--- src/rtl/core/panel_window_pixel_writer_unit_defines.svh ---
// Assertion macros shared by the pixel writer RTL.
// Each macro expects aclk and aresetn to be visible where it is used.
`ifndef PANEL_WINDOW_PIXEL_WRITER_UNIT_DEFINES_SVH
`define PANEL_WINDOW_PIXEL_WRITER_UNIT_DEFINES_SVH

// The consequent must hold in the same cycle as the antecedent.
`define PWPW_ASSERT_SAME(label, ante, cons, msg) \
    label: assert property (@(posedge aclk) disable iff (!aresetn) \
        (ante) |-> (cons)) else $error(msg);

// The consequent must hold in the cycle after the antecedent.
`define PWPW_ASSERT_NEXT(label, ante, cons, msg) \
    label: assert property (@(posedge aclk) disable iff (!aresetn) \
        (ante) |=> (cons)) else $error(msg);

`endif

--- src/rtl/core/pwpw_pkg.sv ---
package pwpw_pkg;

    // Panel geometry of the frame store.
    localparam int PANEL_WIDTH  = 240;
    localparam int PANEL_HEIGHT = 240;

    localparam int COL_W       = $clog2(PANEL_WIDTH);
    localparam int ROW_W       = $clog2(PANEL_HEIGHT);
    localparam int FULL_ADDR_W = COL_W + ROW_W + 1;
    localparam int ADDR_W      = 16;
    localparam int COLOR_W     = 16;
    localparam int CFG_DATA_W  = 10;
    localparam int CFG_INDEX_W = 3;
    localparam int WIN_POS_W   = 10;
    localparam int WIN_SIZE_W  = 9;
    localparam int POINT_W     = 11;
    localparam int COORD_W     = 13;

    localparam logic [1:0] ROT_MASK = 2'h3;

    typedef enum logic [CFG_INDEX_W-1:0] {
        REG_ROTATION = 3'd0,
        REG_WIN_X    = 3'd1,
        REG_WIN_Y    = 3'd2,
        REG_WIN_W    = 3'd3,
        REG_WIN_H    = 3'd4
    } cfg_index_t;

    typedef enum logic [1:0] {
        ROT_0   = 2'd0,
        ROT_90  = 2'd1,
        ROT_180 = 2'd2,
        ROT_270 = 2'd3
    } rot_t;

    typedef enum logic [1:0] {
        ST_WRITTEN   = 2'd0,
        ST_OFF_PANEL = 2'd1,
        ST_OVERRUN   = 2'd2,
        ST_EMPTY     = 2'd3
    } status_t;

    // Window cursor.
    typedef struct packed {
        logic [WIN_SIZE_W-1:0] col;
        logic [WIN_SIZE_W-1:0] row;
    } cursor_t;

    // Contents of the input register: the request with its window point.
    typedef struct packed {
        logic [COLOR_W-1:0]        color;
        logic                      eob;
        status_t                   status;
        logic signed [POINT_W-1:0] x;
        logic signed [POINT_W-1:0] y;
    } stage_t;

endpackage

--- src/rtl/core/pwpw_cursor.sv ---
module pwpw_cursor (
    input  logic                                   aclk,
    input  logic                                   aresetn,
    input  logic                                   accept,
    input  logic                                   win_clear,
    input  logic [pwpw_pkg::WIN_POS_W-1:0]         win_x,
    input  logic [pwpw_pkg::WIN_POS_W-1:0]         win_y,
    input  logic [pwpw_pkg::WIN_SIZE_W-1:0]        win_w,
    input  logic [pwpw_pkg::WIN_SIZE_W-1:0]        win_h,
    input  logic [pwpw_pkg::COLOR_W-1:0]           pixel_color,
    input  logic                                   end_of_burst,
    output pwpw_pkg::stage_t                       stage,
    output pwpw_pkg::cursor_t                      cursor
);

    pwpw_pkg::cursor_t cursor_reg, cursor_next;
    pwpw_pkg::stage_t  stage_reg, stage_next;
    logic [pwpw_pkg::WIN_SIZE_W-1:0] col_inc;
    logic empty_win;
    logic overrun;

    always_comb begin
        empty_win = (win_w == '0) || (win_h == '0);
        overrun   = (cursor_reg.row >= win_h);
        col_inc   = cursor_reg.col + 1'b1;

        stage_next.color = pixel_color;
        stage_next.eob   = end_of_burst;
        stage_next.x     = $signed({win_x[pwpw_pkg::WIN_POS_W-1], win_x})
                         + $signed({2'b00, cursor_reg.col});
        stage_next.y     = $signed({win_y[pwpw_pkg::WIN_POS_W-1], win_y})
                         + $signed({2'b00, cursor_reg.row});
        cursor_next      = cursor_reg;

        if (empty_win) begin
            stage_next.status = pwpw_pkg::ST_EMPTY;
        end else if (overrun) begin
            stage_next.status = pwpw_pkg::ST_OVERRUN;
        end else begin
            // Whether it lands on the panel is decided in the next stage.
            stage_next.status = pwpw_pkg::ST_WRITTEN;
            if (accept) begin
                if ((col_inc >= win_w) || (col_inc == '0)) begin
                    cursor_next.col = '0;
                    cursor_next.row = cursor_reg.row + 1'b1;
                end else begin
                    cursor_next.col = col_inc;
                end
            end
        end

        if (win_clear) begin
            cursor_next = '0;
        end
    end

    always_ff @(posedge aclk) begin
        if (!aresetn) begin
            cursor_reg <= '0;
        end else begin
            cursor_reg <= cursor_next;
        end
    end

    always_ff @(posedge aclk) begin
        if (accept) begin
            stage_reg <= stage_next;
        end
    end

    assign stage  = stage_reg;
    assign cursor = cursor_reg;

endmodule

--- src/rtl/core/pwpw_map.sv ---
module pwpw_map (
    input  logic                               aclk,
    input  logic                               aresetn,
    input  logic                               load,
    input  logic                               stage_valid,
    input  pwpw_pkg::stage_t                   stage,
    input  logic [1:0]                         rotation,
    output logic                               out_valid,
    output logic                               write_enable,
    output logic [pwpw_pkg::ADDR_W-1:0]        write_address,
    output logic [pwpw_pkg::COLOR_W-1:0]       write_data,
    output pwpw_pkg::status_t                  status,
    output logic                               burst_done
);

    localparam logic signed [pwpw_pkg::COORD_W-1:0] PW_C =
        pwpw_pkg::COORD_W'(pwpw_pkg::PANEL_WIDTH);
    localparam logic signed [pwpw_pkg::COORD_W-1:0] PH_C =
        pwpw_pkg::COORD_W'(pwpw_pkg::PANEL_HEIGHT);
    // Last column and last row of the panel, used by the rotated mappings.
    localparam logic signed [pwpw_pkg::COORD_W-1:0] PW_LAST_C =
        pwpw_pkg::COORD_W'(pwpw_pkg::PANEL_WIDTH - 1);
    localparam logic signed [pwpw_pkg::COORD_W-1:0] PH_LAST_C =
        pwpw_pkg::COORD_W'(pwpw_pkg::PANEL_HEIGHT - 1);
    localparam logic [pwpw_pkg::FULL_ADDR_W-1:0] PW_MUL =
        pwpw_pkg::FULL_ADDR_W'(pwpw_pkg::PANEL_WIDTH);

    logic signed [pwpw_pkg::COORD_W-1:0] x_ext, y_ext, px, py;
    logic [pwpw_pkg::FULL_ADDR_W-1:0]    addr_full;
    logic                                on_panel;

    logic                          valid_reg, valid_next;
    logic                          we_reg, we_next;
    logic [pwpw_pkg::ADDR_W-1:0]   addr_reg, addr_next;
    logic [pwpw_pkg::COLOR_W-1:0]  data_reg;
    pwpw_pkg::status_t             status_reg, status_next;
    logic                          done_reg;

    always_comb begin
        x_ext = pwpw_pkg::COORD_W'(stage.x);
        y_ext = pwpw_pkg::COORD_W'(stage.y);
        unique case (pwpw_pkg::rot_t'(rotation & pwpw_pkg::ROT_MASK))
            pwpw_pkg::ROT_90: begin
                px = PW_LAST_C - y_ext;
                py = x_ext;
            end
            pwpw_pkg::ROT_180: begin
                px = PW_LAST_C - x_ext;
                py = PH_LAST_C - y_ext;
            end
            pwpw_pkg::ROT_270: begin
                px = y_ext;
                py = PH_LAST_C - x_ext;
            end
            default: begin
                px = x_ext;
                py = y_ext;
            end
        endcase

        on_panel  = (px >= 0) && (px < PW_C) && (py >= 0) && (py < PH_C);
        addr_full = pwpw_pkg::FULL_ADDR_W'(py[pwpw_pkg::ROW_W-1:0]) * PW_MUL
                  + pwpw_pkg::FULL_ADDR_W'(px[pwpw_pkg::COL_W-1:0]);

        we_next     = 1'b0;
        addr_next   = '0;
        status_next = stage.status;
        if (stage.status == pwpw_pkg::ST_WRITTEN) begin
            if (on_panel) begin
                we_next   = 1'b1;
                addr_next = pwpw_pkg::ADDR_W'(addr_full);
            end else begin
                status_next = pwpw_pkg::ST_OFF_PANEL;
            end
        end

        valid_next = load ? stage_valid : valid_reg;
    end

    always_ff @(posedge aclk) begin
        if (!aresetn) begin
            valid_reg <= 1'b0;
        end else begin
            valid_reg <= valid_next;
        end
    end

    always_ff @(posedge aclk) begin
        if (load) begin
            we_reg     <= we_next;
            addr_reg   <= addr_next;
            data_reg   <= stage.color;
            status_reg <= status_next;
            done_reg   <= stage.eob;
        end
    end

    assign out_valid     = valid_reg;
    assign write_enable  = we_reg;
    assign write_address = addr_reg;
    assign write_data    = data_reg;
    assign status        = status_reg;
    assign burst_done    = done_reg;

endmodule

--- src/rtl/core/panel_window_pixel_writer_unit.sv ---
// Address-window pixel writer. Each request on the slave stream carries one
// RGB565 pixel; the block walks the configured window in raster order,
// offsets the cursor by the window origin, rotates the point by a multiple
// of a quarter turn as set by the rotation register, and issues one
// frame-store write request (enable, address, data, status) per pixel on
// the master stream. One pixel is taken per clock cycle while the master
// stream is not stalled: the first register holds the pixel with its window
// point and advances the cursor, the second does the rotation, panel bounds
// check and the row times width address product. An accepted pixel goes to
// the input register and its result to the result register, from which it
// is presented on the master stream, and the pipeline keeps taking pixels
// while a finished result waits for m_tready, as long as its first register
// is free. Writing any window register (origin or size) returns the cursor
// to the window's top left corner; writing rotation does not. Configuration
// should only change while no pixel is in flight.
`include "panel_window_pixel_writer_unit_defines.svh"

module panel_window_pixel_writer_unit (
    input  logic                                aclk,
    input  logic                                aresetn,
    // Configuration write port.
    input  logic                                cfg_wr_en,
    input  logic [pwpw_pkg::CFG_INDEX_W-1:0]    cfg_index,
    input  logic [pwpw_pkg::CFG_DATA_W-1:0]     cfg_wdata,
    // Pixel stream.
    input  logic                                s_tvalid,
    output logic                                s_tready,
    input  logic [15:0]                         s_tdata,  // [15:0] pixel_color
    input  logic                                s_tlast,  // end_of_burst
    // Frame-store write stream.
    output logic                                m_tvalid,
    input  logic                                m_tready,
    output logic [31:0]                         m_tdata,  // [15:0] write_address,
                                                          // [31:16] write_data
    output logic [2:0]                          m_tuser,  // [0] write_enable,
                                                          // [2:1] status
    output logic                                m_tlast   // burst_done
);

    // Configuration registers.
    logic [1:0]                         rotation_reg;
    logic [pwpw_pkg::WIN_POS_W-1:0]     win_x_reg;
    logic [pwpw_pkg::WIN_POS_W-1:0]     win_y_reg;
    logic [pwpw_pkg::WIN_SIZE_W-1:0]    win_w_reg;
    logic [pwpw_pkg::WIN_SIZE_W-1:0]    win_h_reg;
    logic                               win_write;

    // Pipeline control.
    logic                               s_accept;
    logic                               out_adv;
    logic                               stage_valid_reg, stage_valid_next;
    pwpw_pkg::stage_t                   stage;
    pwpw_pkg::cursor_t                  cursor;

    logic                               write_enable;
    logic [pwpw_pkg::ADDR_W-1:0]        write_address;
    logic [pwpw_pkg::COLOR_W-1:0]       write_data;
    pwpw_pkg::status_t                  status;
    logic                               burst_done;

    // A write to any of the window registers restarts the cursor.
    assign win_write = cfg_wr_en
        && (cfg_index inside {pwpw_pkg::REG_WIN_X, pwpw_pkg::REG_WIN_Y,
                              pwpw_pkg::REG_WIN_W, pwpw_pkg::REG_WIN_H});

    always_ff @(posedge aclk) begin
        if (!aresetn) begin
            rotation_reg <= '0;
            win_x_reg    <= '0;
            win_y_reg    <= '0;
            win_w_reg    <= '0;
            win_h_reg    <= '0;
        end else if (cfg_wr_en) begin
            unique case (cfg_index)
                pwpw_pkg::REG_ROTATION: rotation_reg <= cfg_wdata[1:0] & pwpw_pkg::ROT_MASK;
                pwpw_pkg::REG_WIN_X:    win_x_reg    <= cfg_wdata;
                pwpw_pkg::REG_WIN_Y:    win_y_reg    <= cfg_wdata;
                pwpw_pkg::REG_WIN_W:    win_w_reg    <= cfg_wdata[pwpw_pkg::WIN_SIZE_W-1:0];
                pwpw_pkg::REG_WIN_H:    win_h_reg    <= cfg_wdata[pwpw_pkg::WIN_SIZE_W-1:0];
                default: ; // Indexes past the last register are ignored.
            endcase
        end
    end

    // The result register moves when it is empty or being drained; the
    // input register moves when it is empty or its content moves on.
    assign out_adv          = !m_tvalid || m_tready;
    assign s_tready         = !stage_valid_reg || out_adv;
    assign s_accept         = s_tvalid && s_tready;
    assign stage_valid_next = s_tready ? s_tvalid : stage_valid_reg;

    always_ff @(posedge aclk) begin
        if (!aresetn) begin
            stage_valid_reg <= 1'b0;
        end else begin
            stage_valid_reg <= stage_valid_next;
        end
    end

    pwpw_cursor u_cursor (
        .aclk         (aclk),
        .aresetn      (aresetn),
        .accept       (s_accept),
        .win_clear    (win_write),
        .win_x        (win_x_reg),
        .win_y        (win_y_reg),
        .win_w        (win_w_reg),
        .win_h        (win_h_reg),
        .pixel_color  (s_tdata),
        .end_of_burst (s_tlast),
        .stage        (stage),
        .cursor       (cursor)
    );

    pwpw_map u_map (
        .aclk          (aclk),
        .aresetn       (aresetn),
        .load          (out_adv),
        .stage_valid   (stage_valid_reg),
        .stage         (stage),
        .rotation      (rotation_reg),
        .out_valid     (m_tvalid),
        .write_enable  (write_enable),
        .write_address (write_address),
        .write_data    (write_data),
        .status        (status),
        .burst_done    (burst_done)
    );

    assign m_tdata = {write_data, write_address};
    assign m_tuser = {status, write_enable};
    assign m_tlast = burst_done;

    // The pipeline never takes a pixel while both registers are full and
    // the output is stalled.
    `PWPW_ASSERT_SAME(a_no_accept_when_full,
        stage_valid_reg && m_tvalid && !m_tready, !s_tready,
        "pixel accepted while pipeline full")

    // A window register write returns the cursor to the window's corner.
    `PWPW_ASSERT_NEXT(a_cursor_cleared, win_write, cursor == '0,
        "cursor not cleared by window register write")

    // The cursor row never runs more than one past the window's last row.
    `PWPW_ASSERT_NEXT(a_row_in_window,
        s_accept && !win_write && (cursor.row < win_h_reg),
        cursor.row <= win_h_reg,
        "cursor row ran past the window")

endmodule
--- config.mk ---
export PLATFORM = sky130hd
export DESIGN_NAME = panel_window_pixel_writer_unit
export DESIGN_NICKNAME = d
export VERILOG_FILES = /design/src/rtl/core/pwpw_pkg.sv /design/src/rtl/core/pwpw_cursor.sv /design/src/rtl/core/pwpw_map.sv /design/src/rtl/core/panel_window_pixel_writer_unit.sv
export VERILOG_INCLUDE_DIRS = /design/src /design/src/rtl/core
export SDC_FILE = /design/constraint.sdc
export NUM_CORES = 1
export LEC_CHECK = 0
export BUFFER_PORTS_ARGS = -buffer_cell sky130_fd_sc_hd__buf_2
export CAP_MARGIN = 20
export CORE_MARGIN = 8
export CORE_UTILIZATION = 65
export CTS_CLUSTER_SIZE = 16
export DETAILED_ROUTE_END_ITERATION = 10
export GPL_TIMING_DRIVEN = 0
export HOLD_SLACK_MARGIN = 0.05
export PLACE_DENSITY_LB_ADDON = 0.05
export SLEW_MARGIN = 10
export SYNTH_ARGS = -nofsm -noshare
export SYNTH_HDL_FRONTEND = slang
export SYNTH_SLANG_ARGS = --single-unit
--- constraint.sdc ---
create_clock -name aclk -period 11 [get_ports aclk]
set_input_delay 2.2 -clock aclk [delete_from_list [all_inputs] [get_ports aclk]]
set_output_delay 2.2 -clock aclk [all_outputs]
set_load 0.01 [all_outputs]
==> impl_metrics.toml <==
[die]
die_area_mm2 = 0.0159
ios = 73
rows = 40
fp.dieW_um = 126
start_util_pct = 66.0
core_mm2 = 0.0120
die_h_um = 126

[setup_path]
crit_required_ps = 11150
critPathKind = "reg2reg"
crit_path_end_kind = "register"
cp_cell_sequence = "clkbuf_1 > buf_1 > nor3b_1 > a31o_2 > a221oi_1 > inv_1 > fa_1 > fa_1 > inv_1 > ha_1 > o21ai_0 > nand3b_1 > xnor2_1 > or4_1 > or3_1 > a21oi_1 > nor3b_1"
cp_max_fo = 10
cp_top_family = "adder cells"
critPathLaunchType = "register"
slowest_stage = "a221oi_1"
cp.buffers_inverters = 4
critPathArrivalTime_ps = 6190
slowest_delay_ps = 720
r2r_slack_ps = 4960

[sta]
setup_tns_ps = 0
drv_slew = 0
hold_viol = 0
rsz0062_at_grt = "false"
post-route-min-period_ps = 6040
skew_ps = 6.18
setup-violations-final = 0
max_freq_mhz = 166
post-route-period-util_pct = 54.9
worst_pin_slew_ps = 1070
slew_headroom_pct = 27.9

[final_layout]
final_cell_mix = "113 x nand2_1, 77 x edfxtp_1, 71 x buf_2"
largest_reg_flops = 41
final_common_cell = "nand2_1"
area_growth_pct = 14.2
num-nets-final = 1017
diodes = 0
n_fill_cell = 825
regArea_mm2 = 0.00351
drive_gt1_share_pct = 13.3
multiInputGateArea_mm2 = 0.00400

[drt]
vias = 6201
ant_nets = 0
drcViolationCount = 0
viasPerCell = 5.82
drtIter0Drc = 378
wirelength_mm = 17.6
dr.pass1.iters = 6
wl_per_cell_um = 16.5

[clock_network]
cts_root_buf = "clkbuf_16"
clkLatencyLatePin_ps = 410
cts_resized = 0
cts_setup_buffers = 0
cts_sinks = 137
htreeDepth = 4
holdBufCountCts = 0
clk_pin_slew_ps = 60
cts_tree = "done"
clockBufferDepth = 2
cts_buffers = 17

[yosys]
yosys_warnings = 0
ys_types = 59
yosysTopAreaCellShare_pct = 29.3
synth.area.top_cells = "edfxtp_1 29%, dfxtp_1 15%, ha_1 10%"
synthFlopType = "edfxtp_1"
yosysTopAreaCell = "edfxtp_1"
avgSynthCellArea_um2 = 9.67
ys_ff_latch = 137
synth_edf_count = 77
ys_seq_area_share_pct = 44.5
syn_inst = 817
syn_nets = 928
syn-cell-area_mm2 = 0.00790
async_reset_ff_share_pct = 0

[place]
portBuffers = 69
place_hpwl_mm = 13.5
place.gp.congestion = 0.894

[grt]
antenna_found_initial = 0
grt-ovfl-total = 0
grt_pass1_wl_mm = 28.5
grt_start_max_net_pins = 42
gr-usage-all-layers_pct = 22.3
grt_pass1_vias = 6013

[power_and_ir_drop]
p_per_area_mw_per_mm2 = 149
ir_worst_vdd_v = 0.000117
leakage_nw = 3.72
total_power_mw = 1.35

[run_status]
status = "completed"

[worst_hold_path]
hold_path_class = "reg2reg"

[run]
max_cap_viol_count = 0
per-stage QoR:
stage	cells	worst slack, ps	util, %	hold WS [ps]	cell area [µm²]
6_report	1066	4960	75.4	418	9020
5_1_grt	1066	4550	75.4	424	9020
4_1_cts	1066	4930	75.4	417	9020
3_5_place_dp	1034	4940	70.7	405	8450
3_3_place_gp	1033	5060	70.4	400	8430
2_1_floorplan	817	5710	-	400	7900
cell families after synthesis:
logic type      after synthesis  share of synthesized area, %
fa+ha+maj                    77                          13.4
simple gates                281                          16.9
buf+inv                      94                          4.88
flops                       137                          44.5
mux                           9                          1.17
xor+xnor                     46                          5.10
compound gates              173                          14.1
Yosys cell counts (all sizes together), types with 2 or more instances:
cell / count
nand2: 114
edfxtp: 77
inv: 67
ha: 63
dfxtp: 60
nor2: 49
a21oi: 45
a21boi: 42
o21ai: 38
nand3: 32
xnor2: 30
clkbuf: 19
xor2: 16
nor3: 15
fa: 13
nor2b: 13
a21o: 12
nand2b: 10
or3: 10
buf: 8
nand4: 8
mux2i: 7
a211oi: 5
nor3b: 5
nor4: 5
or4: 5
a31oi: 4
and3: 4
o21a: 4
o31ai: 4
or2: 4
o2111ai: 3
a221oi: 2
a31o: 2
and2: 2
and2b: 2
mux2: 2
nand3b: 2
o211ai: 2
o41ai: 2
where the power goes:
group,internal [mW],switching [mW],leakage (nW)
logic,0.0973,0.140,2.17
registers,0.559,0.00919,1.29
clock network,0.314,0.226,0.266
cell type report:
type                       instances  area share (%)
buffer                            27            1.48
clock buffer                      17            4.72
sequential                       137            39.0
timing repair buffer              70            4.13
inverter                          67            2.79
clock inverter                    15            1.57
multi-input combinational        586            44.3
tap                              147            2.04
final timing paths:
path                                                               to  depth (start not counted)                          from
worst max-delay path            u_map.write_address[15]$_SDFFCE_PN0P_                         17  rotation_reg[0]$_SDFFE_PN0P_
worst min-delay path                    u_map.write_data[0]$_DFFE_PP_                          0  u_cursor.stage[25]$_DFFE_PP_
worst max register to register  u_map.write_address[15]$_SDFFCE_PN0P_                         17  rotation_reg[0]$_SDFFE_PN0P_
worst min register to register          u_map.write_data[0]$_DFFE_PP_                          0  u_cursor.stage[25]$_DFFE_PP_
metal layers:
| layer | global-route usage (%) | vias up | share of wire, % |
|---|---|---|---|
| met2 | 40.4 | 204 | 51 |
| li1 | - | 3035 | - |
| met3 | 4.98 | 45 | 6.4 |
| met1 | 24.3 | 2917 | 40 |
| met5 | 0 | - | 0 |
| met4 | 9.91 | 0 | 2.8 |
(Power assumes the default switching activity.)
